File: src/rtl/core/cst_pkg.sv
// shared types and constants for the character stream tokenizer
package cst_pkg;

	localparam int TEXT_CAPACITY_DEF = 32;
	localparam int QUEUE_DEPTH = 4;

	localparam logic [7:0] CH_ASSIGN = 8'h3D;
	localparam logic [7:0] CH_PLUS = 8'h2B;
	localparam logic [7:0] CH_MINUS = 8'h2D;
	localparam logic [7:0] CH_LBRACE = 8'h7B;
	localparam logic [7:0] CH_RBRACE = 8'h7D;
	localparam logic [7:0] CH_SEMI = 8'h3B;
	localparam logic [7:0] CH_I = 8'h69;
	localparam logic [7:0] CH_N = 8'h6E;
	localparam logic [7:0] CH_T = 8'h74;
	localparam logic [7:0] CH_F = 8'h66;

	typedef enum logic [3:0] {
		KIND_IDENT = 4'd0,
		KIND_INT = 4'd1,
		KIND_IF = 4'd2,
		KIND_NUMBER = 4'd3,
		KIND_ASSIGN = 4'd4,
		KIND_PLUS = 4'd5,
		KIND_MINUS = 4'd6,
		KIND_LBRACE = 4'd7,
		KIND_RBRACE = 4'd8,
		KIND_SEMI = 4'd9,
		KIND_UNKNOWN = 4'd10,
		KIND_EOF = 4'd11
	} kind_t;

	typedef enum logic [2:0] {
		CL_SPACE,
		CL_LETTER,
		CL_DIGIT,
		CL_SINGLE,
		CL_EOI
	} class_t;

	typedef enum logic [1:0] {
		MODE_IDLE,
		MODE_IDENT,
		MODE_NUMBER
	} mode_t;

	typedef enum logic [1:0] {
		BK_IDLE,
		BK_FLUSH,
		BK_TAIL
	} back_state_t;

	typedef struct packed {
		class_t cls;
		kind_t kind;
		logic [7:0] ch;
	} op_t;

endpackage

File: src/rtl/core/cst_front.sv
// front end: accepts input beats and classifies each byte
module cst_front (
	input  logic s_tvalid,
	output logic s_tready,
	input  logic [7:0] s_tdata,     // in_char
	input  logic s_tuser,           // end_of_input
	input  logic q_full,
	output logic q_push,
	output cst_pkg::op_t q_data
);
	import cst_pkg::*;

	assign s_tready = !q_full;
	assign q_push = s_tvalid && !q_full;

	always_comb begin
		q_data.ch = s_tdata;
		case (s_tdata)
			CH_ASSIGN: q_data.kind = KIND_ASSIGN;
			CH_PLUS: q_data.kind = KIND_PLUS;
			CH_MINUS: q_data.kind = KIND_MINUS;
			CH_LBRACE: q_data.kind = KIND_LBRACE;
			CH_RBRACE: q_data.kind = KIND_RBRACE;
			CH_SEMI: q_data.kind = KIND_SEMI;
			default: q_data.kind = KIND_UNKNOWN;
		endcase
		if (s_tuser) begin
			q_data.cls = CL_EOI;
		end else if (s_tdata inside {8'h20, [8'h09:8'h0D]}) begin
			q_data.cls = CL_SPACE;
		end else if (s_tdata inside {[8'h41:8'h5A], [8'h61:8'h7A]}) begin
			q_data.cls = CL_LETTER;
		end else if (s_tdata inside {[8'h30:8'h39]}) begin
			q_data.cls = CL_DIGIT;
		end else begin
			q_data.cls = CL_SINGLE;
		end
	end

endmodule

File: src/rtl/core/cst_queue.sv
// short queue of classified bytes between front and back
module cst_queue (
	input  logic clk,
	input  logic arst_n,
	input  logic push,
	input  cst_pkg::op_t push_data,
	output logic full,
	input  logic pop,
	output logic avail,
	output cst_pkg::op_t pop_data
);
	import cst_pkg::*;

	localparam int PTR_W = $clog2(QUEUE_DEPTH);
	localparam int CNT_W = $clog2(QUEUE_DEPTH + 1);

	op_t slot_q [QUEUE_DEPTH];
	logic [PTR_W-1:0] wr_q;
	logic [PTR_W-1:0] rd_q;
	logic [CNT_W-1:0] cnt_q;

	assign full = (cnt_q == CNT_W'(QUEUE_DEPTH));
	assign avail = (cnt_q != '0);
	assign pop_data = slot_q[rd_q];

	always_ff @(posedge clk or negedge arst_n) begin
		if (!arst_n) begin
			wr_q <= '0;
			rd_q <= '0;
			cnt_q <= '0;
		end else begin
			if (push) begin
				wr_q <= wr_q + PTR_W'(1);
			end
			if (pop) begin
				rd_q <= rd_q + PTR_W'(1);
			end
			if (push && !pop) begin
				cnt_q <= cnt_q + CNT_W'(1);
			end else if (pop && !push) begin
				cnt_q <= cnt_q - CNT_W'(1);
			end
		end
	end

	always_ff @(posedge clk) begin
		if (push) begin
			slot_q[wr_q] <= push_data;
		end
	end

endmodule

File: src/rtl/core/cst_back.sv
// back end: gathers token text and emits result beats
module cst_back #(
	parameter int TEXT_CAPACITY = cst_pkg::TEXT_CAPACITY_DEF
) (
	input  logic clk,
	input  logic arst_n,
	input  logic op_avail,
	input  cst_pkg::op_t op,
	output logic op_pop,
	output logic m_tvalid,
	input  logic m_tready,
	output logic [7:0] m_tdata,     // text_char
	output logic m_tlast,           // last_char
	output logic [4:0] m_tuser      // token_kind, last_result
);
	import cst_pkg::*;

	localparam int DEPTH = TEXT_CAPACITY - 1;
	localparam int IDX_W = (DEPTH > 1) ? $clog2(DEPTH) : 1;
	localparam int LEN_W = $clog2(TEXT_CAPACITY);

	back_state_t st_q, st_d;
	mode_t mode_q;
	logic [LEN_W-1:0] len_q;
	logic [LEN_W-1:0] rd_q;
	logic [7:0] store_q [DEPTH];
	logic mi_q, mf_q;

	kind_t flush_kind_q;
	logic tail_q;
	kind_t tail_kind_q;
	logic [7:0] tail_char_q;
	logic nxt_start_q;
	logic nxt_num_q;
	logic [7:0] nxt_char_q;

	logic out_valid_q;
	kind_t out_kind_q;
	logic [7:0] out_char_q;
	logic out_lc_q, out_lr_q;

	logic out_free, take, eoi, cont, need_flush, last;
	kind_t tok_kind;

	logic emit, e_lc, e_lr, do_start, start_num, do_append, clr;
	kind_t e_kind;
	logic [7:0] e_char, start_ch;

	assign out_free = !out_valid_q || m_tready;
	assign take = (st_q == BK_IDLE) && op_avail && out_free;
	assign op_pop = take;
	assign eoi = (op.cls == CL_EOI);
	assign cont = ((mode_q == MODE_IDENT) && (op.cls == CL_LETTER || op.cls == CL_DIGIT))
		|| ((mode_q == MODE_NUMBER) && (op.cls == CL_DIGIT));
	assign need_flush = !cont && (mode_q != MODE_IDLE);
	assign last = (rd_q == len_q - LEN_W'(1));

	always_comb begin
		if (mode_q == MODE_NUMBER) begin
			tok_kind = KIND_NUMBER;
		end else if (mi_q && len_q == LEN_W'(3)) begin
			tok_kind = KIND_INT;
		end else if (mf_q && len_q == LEN_W'(2)) begin
			tok_kind = KIND_IF;
		end else begin
			tok_kind = KIND_IDENT;
		end
	end

	always_comb begin
		st_d = st_q;
		case (st_q)
			BK_IDLE: begin
				if (take && need_flush) begin
					st_d = BK_FLUSH;
				end
			end
			BK_FLUSH: begin
				if (out_free && last) begin
					st_d = tail_q ? BK_TAIL : BK_IDLE;
				end
			end
			BK_TAIL: begin
				if (out_free) begin
					st_d = BK_IDLE;
				end
			end
			default: st_d = BK_IDLE;
		endcase
	end

	always_comb begin
		emit = 1'b0;
		e_kind = KIND_EOF;
		e_char = 8'h00;
		e_lc = 1'b0;
		e_lr = 1'b0;
		do_start = 1'b0;
		start_num = 1'b0;
		start_ch = op.ch;
		do_append = 1'b0;
		clr = 1'b0;
		case (st_q)
			BK_IDLE: begin
				if (take) begin
					if (cont) begin
						do_append = 1'b1;
					end else if (!need_flush) begin
						if (op.cls == CL_EOI || op.cls == CL_SINGLE) begin
							emit = 1'b1;
							e_kind = eoi ? KIND_EOF : op.kind;
							e_char = eoi ? 8'h00 : op.ch;
							e_lc = 1'b1;
							e_lr = 1'b1;
						end else if (op.cls == CL_LETTER || op.cls == CL_DIGIT) begin
							do_start = 1'b1;
							start_num = (op.cls == CL_DIGIT);
						end
					end
				end
			end
			BK_FLUSH: begin
				if (out_free) begin
					emit = 1'b1;
					e_kind = flush_kind_q;
					e_char = store_q[rd_q[IDX_W-1:0]];
					e_lc = last;
					e_lr = last && !tail_q;
					if (last) begin
						clr = 1'b1;
						do_start = nxt_start_q;
						start_num = nxt_num_q;
						start_ch = nxt_char_q;
					end
				end
			end
			BK_TAIL: begin
				if (out_free) begin
					emit = 1'b1;
					e_kind = tail_kind_q;
					e_char = tail_char_q;
					e_lc = 1'b1;
					e_lr = 1'b1;
				end
			end
			default: begin
				emit = 1'b0;
			end
		endcase
	end

	always_ff @(posedge clk or negedge arst_n) begin
		if (!arst_n) begin
			st_q <= BK_IDLE;
			mode_q <= MODE_IDLE;
			len_q <= '0;
			rd_q <= '0;
			mi_q <= 1'b0;
			mf_q <= 1'b0;
			out_valid_q <= 1'b0;
		end else begin
			st_q <= st_d;
			if (take && need_flush) begin
				rd_q <= '0;
			end else if (st_q == BK_FLUSH && emit) begin
				rd_q <= rd_q + LEN_W'(1);
			end
			if (clr) begin
				mode_q <= MODE_IDLE;
				len_q <= '0;
			end
			if (do_start) begin
				mode_q <= start_num ? MODE_NUMBER : MODE_IDENT;
				len_q <= LEN_W'(1);
				mi_q <= (start_ch == CH_I);
				mf_q <= (start_ch == CH_I);
			end else if (do_append && len_q < LEN_W'(DEPTH)) begin
				len_q <= len_q + LEN_W'(1);
				if (len_q == LEN_W'(1)) begin
					mi_q <= mi_q && (op.ch == CH_N);
					mf_q <= mf_q && (op.ch == CH_F);
				end else if (len_q == LEN_W'(2)) begin
					mi_q <= mi_q && (op.ch == CH_T);
					mf_q <= 1'b0;
				end else begin
					mi_q <= 1'b0;
					mf_q <= 1'b0;
				end
			end
			if (emit) begin
				out_valid_q <= 1'b1;
			end else if (m_tready) begin
				out_valid_q <= 1'b0;
			end
		end
	end

	always_ff @(posedge clk) begin
		if (do_start) begin
			store_q[0] <= start_ch;
		end else if (do_append && len_q < LEN_W'(DEPTH)) begin
			store_q[len_q[IDX_W-1:0]] <= op.ch;
		end
		if (take && need_flush) begin
			flush_kind_q <= tok_kind;
			tail_q <= (op.cls == CL_EOI || op.cls == CL_SINGLE);
			tail_kind_q <= eoi ? KIND_EOF : op.kind;
			tail_char_q <= eoi ? 8'h00 : op.ch;
			nxt_start_q <= (op.cls == CL_LETTER || op.cls == CL_DIGIT);
			nxt_num_q <= (op.cls == CL_DIGIT);
			nxt_char_q <= op.ch;
		end
		if (emit) begin
			out_kind_q <= e_kind;
			out_char_q <= e_char;
			out_lc_q <= e_lc;
			out_lr_q <= e_lr;
		end
	end

	assign m_tvalid = out_valid_q;
	assign m_tdata = out_char_q;
	assign m_tlast = out_lc_q;
	assign m_tuser = {out_lr_q, out_kind_q};

endmodule

File: src/rtl/core/char_stream_tokenizer.sv
// top level of the character stream tokenizer
// input beats carry one source byte on s_tdata, or an end-of-input mark on s_tuser.
// output beats carry one character of token text on m_tdata and its kind on m_tuser[3:0];
// m_tlast marks the final character of a token, m_tuser[4] the final beat caused
// by one input beat. an identifier or number is emitted once the byte after it
// arrives; that byte is then handled itself (single-character, unknown or eof
// token, or the start of a new token). bytes past the text store are dropped.
// with the queue empty and the back end idle, a beat that gives a token directly
// passes through the queue register and the output register before it shows on
// m_tvalid. a byte that ends a token has the back end flush the stored characters
// first, then emit the byte's own token if it gives one; no new byte is taken until
// it is done. the back end emits one beat per cycle from the text store while m_tready is high.
// a four-entry queue sits between classification and emission, so s_tready
// stays high while the back end flushes until the queue fills.
// reset clears the queue, returns the scanner to idle and empties the output
// register. when the receiver stalls, the output beat holds and the back end waits.
module char_stream_tokenizer #(
	parameter int TEXT_CAPACITY = cst_pkg::TEXT_CAPACITY_DEF
) (
	input  logic clk,
	input  logic arst_n,
	input  logic s_tvalid,
	output logic s_tready,
	input  logic [7:0] s_tdata,     // in_char
	input  logic s_tuser,           // end_of_input
	output logic m_tvalid,
	input  logic m_tready,
	output logic [7:0] m_tdata,     // text_char
	output logic m_tlast,           // last_char
	output logic [4:0] m_tuser      // token_kind[3:0], last_result[4]
);
	import cst_pkg::*;

	logic q_full, q_push, q_avail, q_pop;
	op_t q_in, q_out;

	cst_front u_front (
		.s_tvalid(s_tvalid),
		.s_tready(s_tready),
		.s_tdata(s_tdata),
		.s_tuser(s_tuser),
		.q_full(q_full),
		.q_push(q_push),
		.q_data(q_in)
	);

	cst_queue u_queue (
		.clk(clk),
		.arst_n(arst_n),
		.push(q_push),
		.push_data(q_in),
		.full(q_full),
		.pop(q_pop),
		.avail(q_avail),
		.pop_data(q_out)
	);

	cst_back #(
		.TEXT_CAPACITY(TEXT_CAPACITY)
	) u_back (
		.clk(clk),
		.arst_n(arst_n),
		.op_avail(q_avail),
		.op(q_out),
		.op_pop(q_pop),
		.m_tvalid(m_tvalid),
		.m_tready(m_tready),
		.m_tdata(m_tdata),
		.m_tlast(m_tlast),
		.m_tuser(m_tuser)
	);

	a_eof_closes: assert property (@(posedge clk) disable iff (!arst_n)
		(m_tvalid && m_tuser[3:0] == KIND_EOF) |-> (m_tlast && m_tuser[4] && m_tdata == 8'h00))
		else $error("eof beat not closing");

	a_result_ends_token: assert property (@(posedge clk) disable iff (!arst_n)
		(m_tvalid && m_tuser[4]) |-> m_tlast)
		else $error("final result inside a token");

	a_int_text: assert property (@(posedge clk) disable iff (!arst_n)
		(m_tvalid && m_tuser[3:0] == KIND_INT) |->
		(m_tdata == CH_I || m_tdata == CH_N || m_tdata == CH_T))
		else $error("int keyword with wrong text");

	a_pop_needs_data: assert property (@(posedge clk) disable iff (!arst_n)
		q_pop |-> q_avail)
		else $error("queue popped while empty");

endmodule

File: config.mk
export PLATFORM = sky130hd
export DESIGN_NAME = char_stream_tokenizer
export DESIGN_NICKNAME = d
export VERILOG_FILES = /design/src/rtl/core/cst_pkg.sv /design/src/rtl/core/cst_front.sv /design/src/rtl/core/cst_queue.sv /design/src/rtl/core/cst_back.sv /design/src/rtl/core/char_stream_tokenizer.sv
export SDC_FILE = /design/constraint.sdc
export NUM_CORES = 1
export LEC_CHECK = 0
export BUFFER_PORTS_ARGS = -buffer_cell sky130_fd_sc_hd__buf_2
export CAP_MARGIN = 25
export CELL_PAD_IN_SITES_DETAIL_PLACEMENT = 1
export CELL_PAD_IN_SITES_GLOBAL_PLACEMENT = 1
export CORE_MARGIN = 10
export CORE_UTILIZATION = 35
export DETAILED_ROUTE_END_ITERATION = 10
export GPL_TIMING_DRIVEN = 0
export PLACE_DENSITY = 0.56
export REMOVE_ABC_BUFFERS = 1
export SETUP_SLACK_MARGIN = 0.3
export SLEW_MARGIN = 20
export SYNTH_ARGS = -nofsm -noshare
export SYNTH_HDL_FRONTEND = slang
export SYNTH_HIERARCHICAL = 1
export SYNTH_SLANG_ARGS = --single-unit
File: constraint.sdc
create_clock -name clk -period 5.25 [get_ports clk]
set_input_delay 0.525 -clock clk [delete_from_list [all_inputs] [get_ports clk]]
set_output_delay 0.525 -clock clk [all_outputs]
set_load 0.02 [all_outputs]
* Yosys cells after proc, flatten, opt, wreduce, memory -nomap -nowiden
Memory sizes are Yosys's and may differ from the RTL's. Index checks and enable logic that the tools add are counted.
Word-level totals: register bits after elaboration 65, bits in latches 0, memory bits (writable) 308, bits in read-only memories 0, output and inout bits 16, memories 2
Memory list:
- u_back.store_q | words 31, width 8, read ports 1, clocked after memory_dff 0, write ports 1, RTL line cst_back.sv:26 | logic [7:0] store_q [DEPTH];
- u_queue.slot_q | words 4, width 15, read ports 1, clocked after memory_dff 0, write ports 1, RTL line cst_queue.sv:17 | op_t slot_q [QUEUE_DEPTH];
Cells by class: add/subtract/negate cells 7, multipliers 0, div/mod/pow operators 0, magnitude comparators 9, eq/ne operators 27, shifts and indexed selects 0, muxes and demuxes 92, bitwise gates (word level) 0, reduce and logical (&&, ||, !) cells 47
Operator list (count):
- $mux 8 | 11
- $eq 8x7->1 const B | 6
- $mux 1 | 45
- $eq 8x6->1 const B | 5
- $mux 5 | 6
- $mux 4 | 7
- $pmux 4 s6 | 1
- $pmux 8 s3 | 1
- $logic_and 1x1->1 | 22
- $mux 2 | 9
- $ge 8x7->1 const B | 2
- $le 8x7->1 const B | 2
- $reduce_bool 2->1 | 8
- $mux 3 | 5
- $pmux 4 s3 | 1
- $add 5x1->5 const B | 2
- $eq 5x2->1 const B | 2
- $ge 8x4->1 const B | 1
- $ge 8x6->1 const B | 1
- $le 8x4->1 const B | 1
- $le 8x6->1 const B | 1
- $reduce_or 8->1 | 1
- $eq 3x2->1 const B | 2
- $eq 3x3->1 const B | 2
- other kinds (21) | 38

* Longest topological paths before layout
Gate-level depths: netlist (run 1). An unclocked memory read counts as a cell.
depth after elaboration 15, mapped depth 11

* Hierarchy
The synthesis (run 1) kept the hierarchy.
Modules (own cells, without submodules):
- cst_back | times used 1, cells each 735, area each 12657.1 um2, sequential area each 9043.7 um2
- cst_queue | times used 1, cells each 113, area each 2598.7 um2, sequential area each 1976.9 um2
- cst_front | times used 1, cells each 39, area each 264.0 um2, sequential area each 0.0 um2

* Worst setup path before layout (run 1)
Ideal clock, no wire load.
path kind reg2reg, from register u_queue.rd_q[0], to register u_back.st_q[1], data arrival time 3.914 ns, setup slack 1.256 ns, cell stages (with the launch flop) 9, path through dfrtp_1 > buf_6 > mux4_1 > xnor2_1 > o32ai_2 > nor4_2 > inv_1 > a221oi_1 > mux2i_1
RTL lines:
- start, declared | RTL line cst_queue.sv:19 | logic [PTR_W-1:0] rd_q;
- start signal, assigned | RTL line cst_queue.sv:36 | rd_q <= rd_q + PTR_W'(1);
- end signal, assigned | RTL line cst_back.sv:162 | st_q <= st_d;
- end, declared | RTL line cst_back.sv:22 | back_state_t st_q, st_d;

==> results of run 1 <==
==> layout by cell type (no fill, tap or decap), drive strengths merged, types with 3 or more instances in the layout <==
cell type  netlist  routed
nand2           31      31
edfxtp         347     347
inv             14      14
nand3b           3       3
nand2b           8       8
dfrtp           24      24
nor2b           30      30
mux2            11      11
a21boi           4       4
xnor2           10      10
o21ai           29      29
or3             10      10
buf             36      38
xor2             7       7
a21oi           25      25
mux4            69      69
nand4b           4       4
ha              14      14
nor3b            3       3
nor3             7       7
nand3           12      12
and2             9       9
clkinv           0      20
nor2            62      62
a22oi           20      20
o211ai          11      11
or2              5       5
a211oi          16      16
clkbuf          11      51
o32ai            4       4
a31oi            5       5
mux2i           20      20
nor4             3       3
==> cell type report <==
class / instances / area [µm²]
clock buffer: 51 / 1080
clock inverter: 22 / 159
timing repair buffer: 38 / 290
sequential: 371 / 11000
tap: 592 / 741
fill: 4338 / 26500
multi-input combinational: 455 / 4180
inverter: 14 / 52.6
==> Yosys cell counts, types with 2 or more instances <==
master       n  area share [%]
a2111oi_0    2            0.11
a211oi_1    14            0.68
a211oi_2     2            0.16
a21boi_1     3            0.15
a21oi_1     25            0.81
a22o_1       2            0.11
a22oi_1     20            0.97
a31oi_1      3            0.12
a31oi_2      2            0.16
and2_1       9            0.36
and3_1       2           0.081
and3b_1      2            0.11
buf_2       20            0.64
buf_4       13            0.63
clkbuf_1    11            0.27
dfrtp_1     24             3.9
edfxtp_1   347              67
ha_1        14             1.1
inv_1       14            0.34
mux2_2      11            0.80
mux2i_1     20             1.3
mux4_1       7             1.2
mux4_2      62             9.0
nand2_1     31            0.75
nand2b_1     8            0.32
nand3_1     11            0.35
nand3b_1     3            0.15
nand4b_1     4            0.23
nor2_1      62             1.5
nor2b_1     30             1.2
nor3_1       4            0.13
nor3_2       3            0.19
nor3b_1      2           0.097
nor4b_1      2            0.11
o211ai_1    10            0.48
o21ai_0     29            0.94
o32ai_1      3            0.17
or2_2        5            0.20
or3_1       10            0.40
xnor2_1     10            0.56
xor2_1       7            0.40
==> kinds of logic after synthesis <==
family	share of synthesized area (%)
DFF	71.0
and+or+nand+nor	6.92
AOI/OAI and AO/OA	5.48
muxes	12.3
buffers and inverters	2.10
xor gates and xnor gates	0.959
adders and majority gates	1.26
==> critical path, cell delays in order, from the launching register on <==
cell,delay [ps]
dfrtp_1,800
mux4_1,550
or3b_1,410
o32ai_2,230
nand3_2,260
a31oi_2,410
nand3b_1,380
nor2_1,860
==> flip-flops by register name, summed over array words and instances, names as in the netlist, 3 cells and up <==
| register | cells |
|---|---|
| u_back/out_kind_q | 4 |
| u_back/len_q | 5 |
| u_queue/cnt_q | 3 |
| u_back/rd_q | 5 |
| u_back/store_q | 248 |
| u_back/tail_char_q | 8 |
| u_back/tail_kind_q | 4 |
| u_back/m_tdata | 8 |
| u_queue/slot_q | 60 |
| u_back/nxt_char_q | 8 |
==> worst min-delay path by stage <==
stage                                start                to  slack (ps)  cells after the start
after floorplan                     arst_n   u_back/len_q[0]         230                      0
after global placement    u_queue/cnt_q[2]  u_queue/cnt_q[2]         460                      1
after detailed placement  u_queue/cnt_q[2]  u_queue/cnt_q[2]         480                      1
after CTS                           arst_n    u_back/rd_q[1]          50                      1
after global routing                arst_n    u_back/rd_q[1]          60                      1
final                               arst_n    u_back/rd_q[0]          50                      1
==> power by group through the flow <==
stage / logic (W) / registers [W] / clock network, W
3_5_place_dp: 0.00285 / 0.00456 / 0
5_1_grt: 0.00311 / 0.00452 / 0.00289
6_report: 0.00284 / 0.00446 / 0.00268
2_1_floorplan: 0.00170 / 0.00458 / 0
3_3_place_gp: 0.00269 / 0.00467 / 0
4_1_cts: 0.00286 / 0.00450 / 0.00277
==> through the flow <==
| stage | TNS (ps) | util, % | area [µm²] | total power, W |
|---|---|---|---|---|
| finish | 0 | 39.8 | 17500 | 0.00999 |
| global route | 0 | 39.8 | 17500 | 0.0105 |
| floorplan | 0 | - | 15200 | 0.00628 |
| detailed placement | 0 | 36.9 | 16300 | 0.00741 |
| CTS | 0 | 39.8 | 17500 | 0.0101 |
| global placement | -297240 | 36.6 | 16100 | 0.00736 |
==> layer usage <==
layer / wire, µm / vias up
met4: 1200 / 0
met5: 0 / -
li1: - / 3602
met2: 17000 / 110
met1: 16300 / 4202
met3: 1230 / 55
==> metrics.md, run 1 <==
| Metric | Value |
|---|---|
| Async S/R FF share, synth | roughly 6.5% |
| Number of I/O port buffers | 28 |
| EDFF count, synth | approximately 350 |
| Worst slew pin tran | 1050 ps |
| CTS Hold Bufs | 0 |
| Fin cells | between 1500 and 2000 |
| Met2 usage | a little over a fifth |
| TritonCTS clock tree | yes |
| DRT Wirelength | between 30000 and 40000 µm |
| RR Startpoint | u_queue/rd_q[1] |
| HP Class | in2async |
| Worst-Skew Late Latency | ~560 ps |
| Seq pwr share | approximately 45% |
| Worst vdd ir | between 0.0003 and 0.0004 V |
| Dpl hpwl | 22200 µm |
| Final Cycle Share | 81.4% |
| Unique masters post-synth | 65 |
| Post-Syn Area | approximately 16000 µm² |
| Die area | 53200 µm² |
| Status | completed |
| Final #Nets | between 900 and 1000 |
| GR Util met1 | approximately 18% |
| Total vias in the final route | approximately 8000 |
| Comb power frac | between 20% and 30% |
| GRT Max-Usage Layer | met2 |
| Clock network power share | a little over a quarter |
| Diodes inserted | 0 |
| DRT iter0 DRCs | about 570 |
| Hold Slack | around 54 ps |
| Antenna violations before repair | 0 |
| PwrDens | 569 nW/µm² |
| Initial cell density of the core | a little over a third |
| Met3 Use GR | 2.61% |
| Gr usage total | between 10% and 20% |
| CP endpoint kind | flip-flop |
| GPL Wtd Cong | 0.736 |
| CTS Buf Count | 41 |
| Mean post-synth cell area | approximately 17 µm² |
| Vias in the first global route | around 8500 |
| Max-cap check violation count | 0 |
| Drt via density | slightly above 5 |
| Grt ovf | 0 |
| WS Path Type | reg2reg |
| CTS Root Cell | clkbuf_16 |
| Net Sw Frac | about a third |
| # resized after CTS | 0 |
| Die height | 231 µm |
| Worst Setup Slack, final | roughly 980 ps |
| I/O pins | 29 |
| Largest net degree at the start of global routing | 52 |
| CP endpoint | u_back/store_q[24][2] |
| Relative slew slack | 29.8% |
| WP data arrival | between 4000 and 5000 ps |
| Synth Instances | between 800 and 900 |
| Global-route wire length before repair | ~54000 µm |
| Internal power | 0.00673 W |
| Tmin final | around 4300 ps |
| RSZ-0062 raised after global routing | false |
| DRT antenna net count | 0 |
| Post-route DRC violation count | 0 |
| DR WL/cell | 23.2 µm |
| DP Worst Slack | roughly 380 ps |
| Area growth, synth to finish | 13.0% |
| Reg-to-reg endpoint | u_back/store_q[24][2] |
| Clk buf depth | 3 |
| Clock sink count | approximately 370 |
| # Post-CTS Setup Buffers | 0 |
| Dpl cells | 1467 |
| Synth Flop Type | edfxtp_1 |
| Yosys reg bits | approximately 370 |
| Max Freq | between 200 and 250 MHz |
| Area of the core | between 40000 and 50000 µm² |
| Critical Path RT | approximately 5400 ps |
| Worst clock skew | approximately 25 ps |
| Slew Limit Fails | 0 |
| Clk slew on worst S/H paths | around 60 ps |
| Setup-failing EPs final | 0 |
| Die Wd | between 200 and 250 µm |
| Htree depth | 2 |
| TritonRoute pass-1 iters | 4 |
| Reg2Reg Setup Slack | roughly 980 ps |
| Startpoint types | flip-flop |
| NetSw | approximately 0.0033 W |
| Sequential fraction of the synthesis area | 71.0% |
| Row cnt | 77 |
| Worst Reg2Reg Path Length in Cells | 7 |
| Share of cells above drive strength 1 | between 15 and 20% |
| Crit-path max FO | 16 |
| Fin. Hold Viols | 0 |
| Yosys warnings | 6 |
| Pleak | 5.52 nW |
| Critical path origin | u_queue/rd_q[1] |
Power figures use the tool's default switching activity.
==> run 2: changes to the inputs <==
==> constraint.sdc (replaced) <==
create_clock -name clk -period 4.3 [get_ports clk]
set_input_delay 0.43 -clock clk [delete_from_list [all_inputs] [get_ports clk]]
set_output_delay 0.43 -clock clk [all_outputs]
set_load 0.02 [all_outputs]
==> run 2 against run 1 <==
Compared with the run above:
- via count fell by 0.30%
- register-to-register slack got worse by 380 ps
- die area did not move
- sequential cell count did not move
==> metrics.md, run 2 (same netlist as run 1, synthesis figures left out) <==
| Metric | Value |
|---|---|
| Area growth, synth to finish | 15.6% |
| TritonRoute pass-1 iters | 4 |
| Crit-path max FO | 17 |
| Dpl cells | between 1000 and 1500 |
| RSZ-0062 raised after global routing | false |
| Hold path cells | 1 |
| I/O pins | 29 |
| Status | completed |
| Drt via density | between 5 and 6 |
| Critical Path RT | around 4500 ps |
| Most frequent cells in the layout | edfxtp_1, mux4_2, clkbuf_16, nor2_1 |
| DRT iter0 DRCs | 616 |
| DR WL/cell | 23.0 µm |
| Post-route DRC violation count | 0 |
| Number of I/O port buffers | 28 |
| Vias in the first global route | roughly 8500 |
| Worst-Skew Late Latency | 560 ps |
| Top Registers | u_back/store_q (248), u_queue/slot_q (60) |
| PwrDens | 685 nW/µm² |
| Clock sink count | between 300 and 400 |
| Internal power | ~0.0082 W |
| TritonCTS clock tree | yes |
| Fin. Hold Viols | 0 |
| Setup-failing EPs final | 0 |
| Reg2Reg Setup Slack | ~600 ps |
| Grt ovf | 0 |
| CP endpoint kind | flip-flop |
| Slew Limit Fails | 0 |
| Max-cap check violation count | 0 |
| Hold wc startpoint | s_tdata[5] |
| CP cell instances | mux4_1 -> or3b_1 -> o32ai_2 -> nand3_2 -> a31oi_4 -> nand2_2 -> nor2_4 |
| Global-route wire length before repair | 54400 µm |
| Share of cells above drive strength 1 | 23.7% |
| CTS Root Cell | clkbuf_16 |
| Area of the core | about 44000 µm² |
| Initial cell density of the core | 35.2% |
| CP peak stage delay | 760 ps |
| Net Sw Frac | roughly a third |
| Fin area | around 18000 µm² |
| DRT Wirelength | 35800 µm |
| Die area | roughly 53000 µm² |
| Dpl hpwl | 22200 µm |
| Startpoint types | flip-flop |
| Hold Slack | around 140 ps |
| Slowest CP cell | mux4_1 |
| WS Path Type | reg2reg |
| Fin cells | approximately 1600 |
| Gr usage total | 13.5% |
| Seq pwr share | approximately 45% |
| Total vias in the final route | approximately 7900 |
| Largest net degree at the start of global routing | 52 |
| RR Startpoint | u_queue/rd_q[0] |
| Worst Reg2Reg Path Length in Cells | 7 |
| Reg-to-reg endpoint | u_back/store_q[17][3] |
| WP data arrival | roughly 3900 ps |
| HP Class | in2reg |
| Clk slew on worst S/H paths | approximately 60 ps |
| Antenna violations before repair | 0 |
| Tmin final | 3700 ps |
| Final Cycle Share | about 86% |
| DP Area | between 15000 and 20000 µm² |
| Die height | approximately 230 µm |
| Number of flip-flops under the largest register name | 248 |
| Relative slew slack | 38.9% |
| Comb power frac | about 29% |
| CTS Buf Count | 41 |
| Pleak | around 5.6 nW |
| Clock network power share | a little over a quarter |
| Die Wd | between 200 and 250 µm |
| Top reg by flops | u_back/store_q |
| WHS Endpoint | u_queue/slot_q[1][5] |
| Final #Nets | about 960 |
| Htree depth | 2 |
| Clk buf depth | 3 |
| DRT antenna net count | 0 |
| Row cnt | 77 |
| Worst slew pin tran | just over 900 ps |
| GPL Wtd Cong | between 0.7 and 0.8 |
| Max Freq | around 270 MHz |
| Most common cell after layout, fill and taps aside | edfxtp_1 |
| Worst clock skew | 26.3 ps |
| Final core occ | 40.8% |
| Critical path origin | u_queue/rd_q[0] |
| NetSw | slightly above 0.004 W |
| Worst vdd ir | between 0.0003 and 0.0004 V |
-- run 2: changes by cell type in the layout (fill, tap and decap cells not counted), moves of 3 or more --
cell    before  now
buf_4        5   12
buf_12       0    3
nor2_4       0   30
mux2_4       0    8
mux2_2      11    3
nor2_1      62   32
-- run 2: worst max-delay path: cells and delay by family (launching register included) --
| kind | cells | cell delay (ps) |
|---|---|---|
| AND/OR/NAND/NOR | 4 | 1390 |
| multiplexers | 1 | 760 |
| flip-flops | 1 | 610 |
| AO/OA/AOI/OAI | 2 | 600 |
-- run 2: metal layers --
metal  part of all wire (%)  track usage [%]
met5                      0                0
met4                    3.1             4.71
met3                    3.7             2.47
met2                     48             21.8
met1                     45             17.9
-- run 2: how the worst max path moves through the flow --
stage | to | slack [ps] | cells after the start
6_report | u_back/store_q[17][3] | 600 | 7
5_1_grt | u_back/store_q[11][1] | 380 | 8
4_1_cts | u_back/store_q[5][0] | -60 | 7
3_5_place_dp | u_back/store_q[11][3] | -570 | 7
3_3_place_gp | u_back/store_q[14][3] | -1690 | 4
2_1_floorplan | u_back/st_q[1] | -110 | 7
-- run 2: layout make-up --
type | count | area (µm²)
antenna | 1 | 2.50
clock buffer | 51 | 1080
clock inverter | 22 | 159
fill | 4306 | 26100
inverter | 14 | 52.6
multi-input combinational | 455 | 4470
sequential | 371 | 11000
tap | 592 | 741
timing repair buffer | 48 | 398
-- run 2: per-stage QoR --
step	setup WS (ps)	TNS (ps)	power, W
after floorplan	-106	-106	0.00767
after global placement	-1690	-821130	0.00898
after detailed placement	-571	-113960	0.00905
after CTS	-60.5	-2290	0.0124
after global routing	375	0	0.0129
final	597	0	0.0123
-- run 2: repair_timing --
item | 4_1_cts | 5_1_grt
hold endpoints to repair | 24 | 0
hold buffers | 1 | 0
endpoints found under the setup margin | 515 | 469
gates resized for setup | 40 | 35
pin swaps | 0 | 6
setup buffers | 2 | 9
-- run 2: power by group through the flow --
stage	logic (W)	clock network (W)	registers, W
6_report	0.00353	0.00329	0.00547
4_1_cts	0.00354	0.00338	0.00549
3_5_place_dp	0.00348	0	0.00557
2_1_floorplan	0.00208	0	0.00559
5_1_grt	0.00386	0.00353	0.00555
3_3_place_gp	0.00328	0	0.00570
==> run 3: changes to the inputs <==
--- a/config.mk
+++ b/config.mk
@@ -7,13 +7,14 @@
 export LEC_CHECK = 0
 export BUFFER_PORTS_ARGS = -buffer_cell sky130_fd_sc_hd__buf_2
 export CAP_MARGIN = 25
-export CELL_PAD_IN_SITES_DETAIL_PLACEMENT = 1
-export CELL_PAD_IN_SITES_GLOBAL_PLACEMENT = 1
+export CELL_PAD_IN_SITES_DETAIL_PLACEMENT = 2
+export CELL_PAD_IN_SITES_GLOBAL_PLACEMENT = 2
 export CORE_MARGIN = 10
 export CORE_UTILIZATION = 35
+export CTS_CLUSTER_DIAMETER = 120
 export DETAILED_ROUTE_END_ITERATION = 10
 export GPL_TIMING_DRIVEN = 0
-export PLACE_DENSITY = 0.56
+export PLACE_DENSITY = 0.62
 export REMOVE_ABC_BUFFERS = 1
 export SETUP_SLACK_MARGIN = 0.3
 export SLEW_MARGIN = 20
==> run 3 against run 2 <==
Compared with the run above:
- power grew 0.82%
- clock skew up 4.4 ps
- non-clock buffer count fell by 2
- critical path depth fell by 1
- clock-buffer cell count is the same
- sequential share of layout area about the same
- via count rose by 2.0%
- first-iteration DRC count decreased by 37%
- wire length increased by 8.6%
- critical path type unchanged
==> metrics.md, run 3 (same netlist as run 1, synthesis figures left out) <==
| Metric | Value |
|---|---|
| Startpoint types | flip-flop |
| PwrDens | about 690 nW/µm² |
| Status | completed |
| Most common cell after layout, fill and taps aside | edfxtp_1 |
| Tmin final | slightly below 4000 ps |
| Comb power frac | between 20% and 30% |
| Clock network power share | a little over a quarter |
| DRT antenna net count | 0 |
| Drt via density | ~5.2 |
| Area growth, synth to finish | 15.7% |
| TritonRoute pass-1 iters | 4 |
| Die height | about 230 µm |
| Crit-path max FO | 31 |
| TritonCTS clock tree | yes |
| CP endpoint kind | flip-flop |
| Total vias in the final route | 8101 |
| WS Path Type | reg2reg |
| Dpl hpwl | 25000 µm |
| Gr usage total | 14.7% |
| Htree depth | 2 |
| WP data arrival | 4170 ps |
| GPL Wtd Cong | around 0.75 |
| Multi-input gate area | 4420 µm² |
| Die area | between 50000 and 60000 µm² |
| Reg2Reg Setup Slack | between 300 and 400 ps |
| Critical Path RT | around 4500 ps |
| Pleak | around 5.6 nW |
| Net Sw Frac | approximately a third |
| Worst clock skew | slightly above 30 ps |
| Final core occ | roughly two fifths |
| Top Registers | u_back/store_q (248), u_queue/slot_q (60) |
| Final #Nets | 958 |
| Relative slew slack | a little under two fifths |
| Fin. Hold Viols | 0 |
| Final Cycle Share | between 90% and 100% |
| Post-route DRC violation count | 0 |
| Internal power | approximately 0.0082 W |
| Clk buf depth | 3 |
| Initial cell density of the core | about a third |
| Global-route wire length before repair | between 50000 and 60000 µm |
| Most frequent cells in the layout | edfxtp_1, mux4_2, clkbuf_16, nor2_1, nand2_1 |
| Clk slew on worst S/H paths | 60 ps |
| Diodes inserted | 0 |
| Setup-failing EPs final | 0 |
| Area of the core | between 40000 and 50000 µm² |
| DR WL/cell | around 25 µm |
| Number of flip-flops under the largest register name | between 200 and 250 |
| CTS Buf Count | 42 |
| Top reg by flops | u_back/store_q |
| HP Class | in2reg |
| Max Freq | ~250 MHz |
| DRT Wirelength | around 39000 µm |
| Setup TNS | 0 ps |
| Row cnt | 77 |
| Fillers | 4226 |
| NetSw | between 0.004 and 0.005 W |
| Worst-Skew Late Latency | about 580 ps |
| Worst vdd ir | 0.000332 V |
| DRT iter0 DRCs | just under 400 |
| Share of cells above drive strength 1 | about a quarter |
| Clock sink count | about 370 |
| Grt ovf | 0 |
| Max-cap check violation count | 0 |
| Slew Limit Fails | 0 |
| Largest net degree at the start of global routing | 37 |
| Die Wd | ~230 µm |
| Sequential Area | between 10000 and 15000 µm² |
| RSZ-0062 raised after global routing | true |
| Vias in the first global route | 9122 |
| Seq pwr share | about 44% |
| I/O pins | 29 |
| Worst slew pin tran | 938 ps |
| CTS Root Cell | clkbuf_16 |
| Antenna violations before repair | 0 |
| Number of I/O port buffers | 28 |
## run 3: routing by layer
| layer | vias up | GRT usage, % | routed length [µm] |
|---|---|---|---|
| met5 | - | 0 | 0 |
| met4 | 0 | 6.04 | 1250 |
| met3 | 56 | 2.17 | 1200 |
| met2 | 102 | 25.3 | 19900 |
| met1 | 4330 | 18.3 | 16600 |
| li1 | 3613 | - | - |
## run 3: final timing paths
kind                             startpoint                   end  depth (start not counted)
min                              s_tdata[5]  u_queue/slot_q[1][5]                          1
max reg2reg                 u_queue/rd_q[0]  u_back/store_q[2][0]                          6
max                         u_queue/rd_q[0]  u_back/store_q[2][0]                          6
min in group asynchronous            arst_n        u_back/st_q[1]                          2
max in group asynchronous            arst_n       u_queue/rd_q[0]                          2
min reg2reg                u_queue/cnt_q[2]      u_queue/cnt_q[2]                          1
## run 3: layout make-up
cell class | instances | area share (%)
flip-flops and latches | 371 | 61.5
clock buffers | 51 | 6.16
well taps | 592 | 4.13
inverters | 14 | 0.293
repair buffers | 46 | 2.39
clock inverters | 25 | 0.920
multi-input cells | 455 | 24.6
## run 3: power by group through the flow
stage                     Clock, W  Combinational, W  Sequential, W
after floorplan                  0           0.00208        0.00559
after global placement           0           0.00332        0.00571
after detailed placement         0           0.00359        0.00557
after CTS                  0.00343           0.00365        0.00549
after global routing       0.00356           0.00394        0.00555
final                      0.00332           0.00360        0.00548
## run 3: critical path, cell delays in order (launching register included)
cell      delay, ps
dfrtp_4         640
mux4_1          790
or3b_1          430
o32ai_2         220
nand3_2         230
o211ai_2        610
mux2_2          650
## run 3: timing repair
item | in CTS | in global routing
pin swaps | 0 | 4
setup endpoints to repair | 517 | 300
gates resized for setup | 38 | 29
hold endpoints to repair | 24 | 0
buffers inserted | 2 | 7
hold buffers | 1 | 0
## run 3: per-stage QoR
stage	setup slack (ps)	area (µm²)	hold WS, ps	total power (W)	instances
floorplan	-106	15200	134	0.00767	840
global placement	-1720	16100	465	0.00903	1460
detailed placement	-661	16300	485	0.00916	1467
CTS	2.25	17700	82.4	0.0126	1546
global route	103	18000	102	0.0131	1554
finish	333	18000	109	0.0124	1554
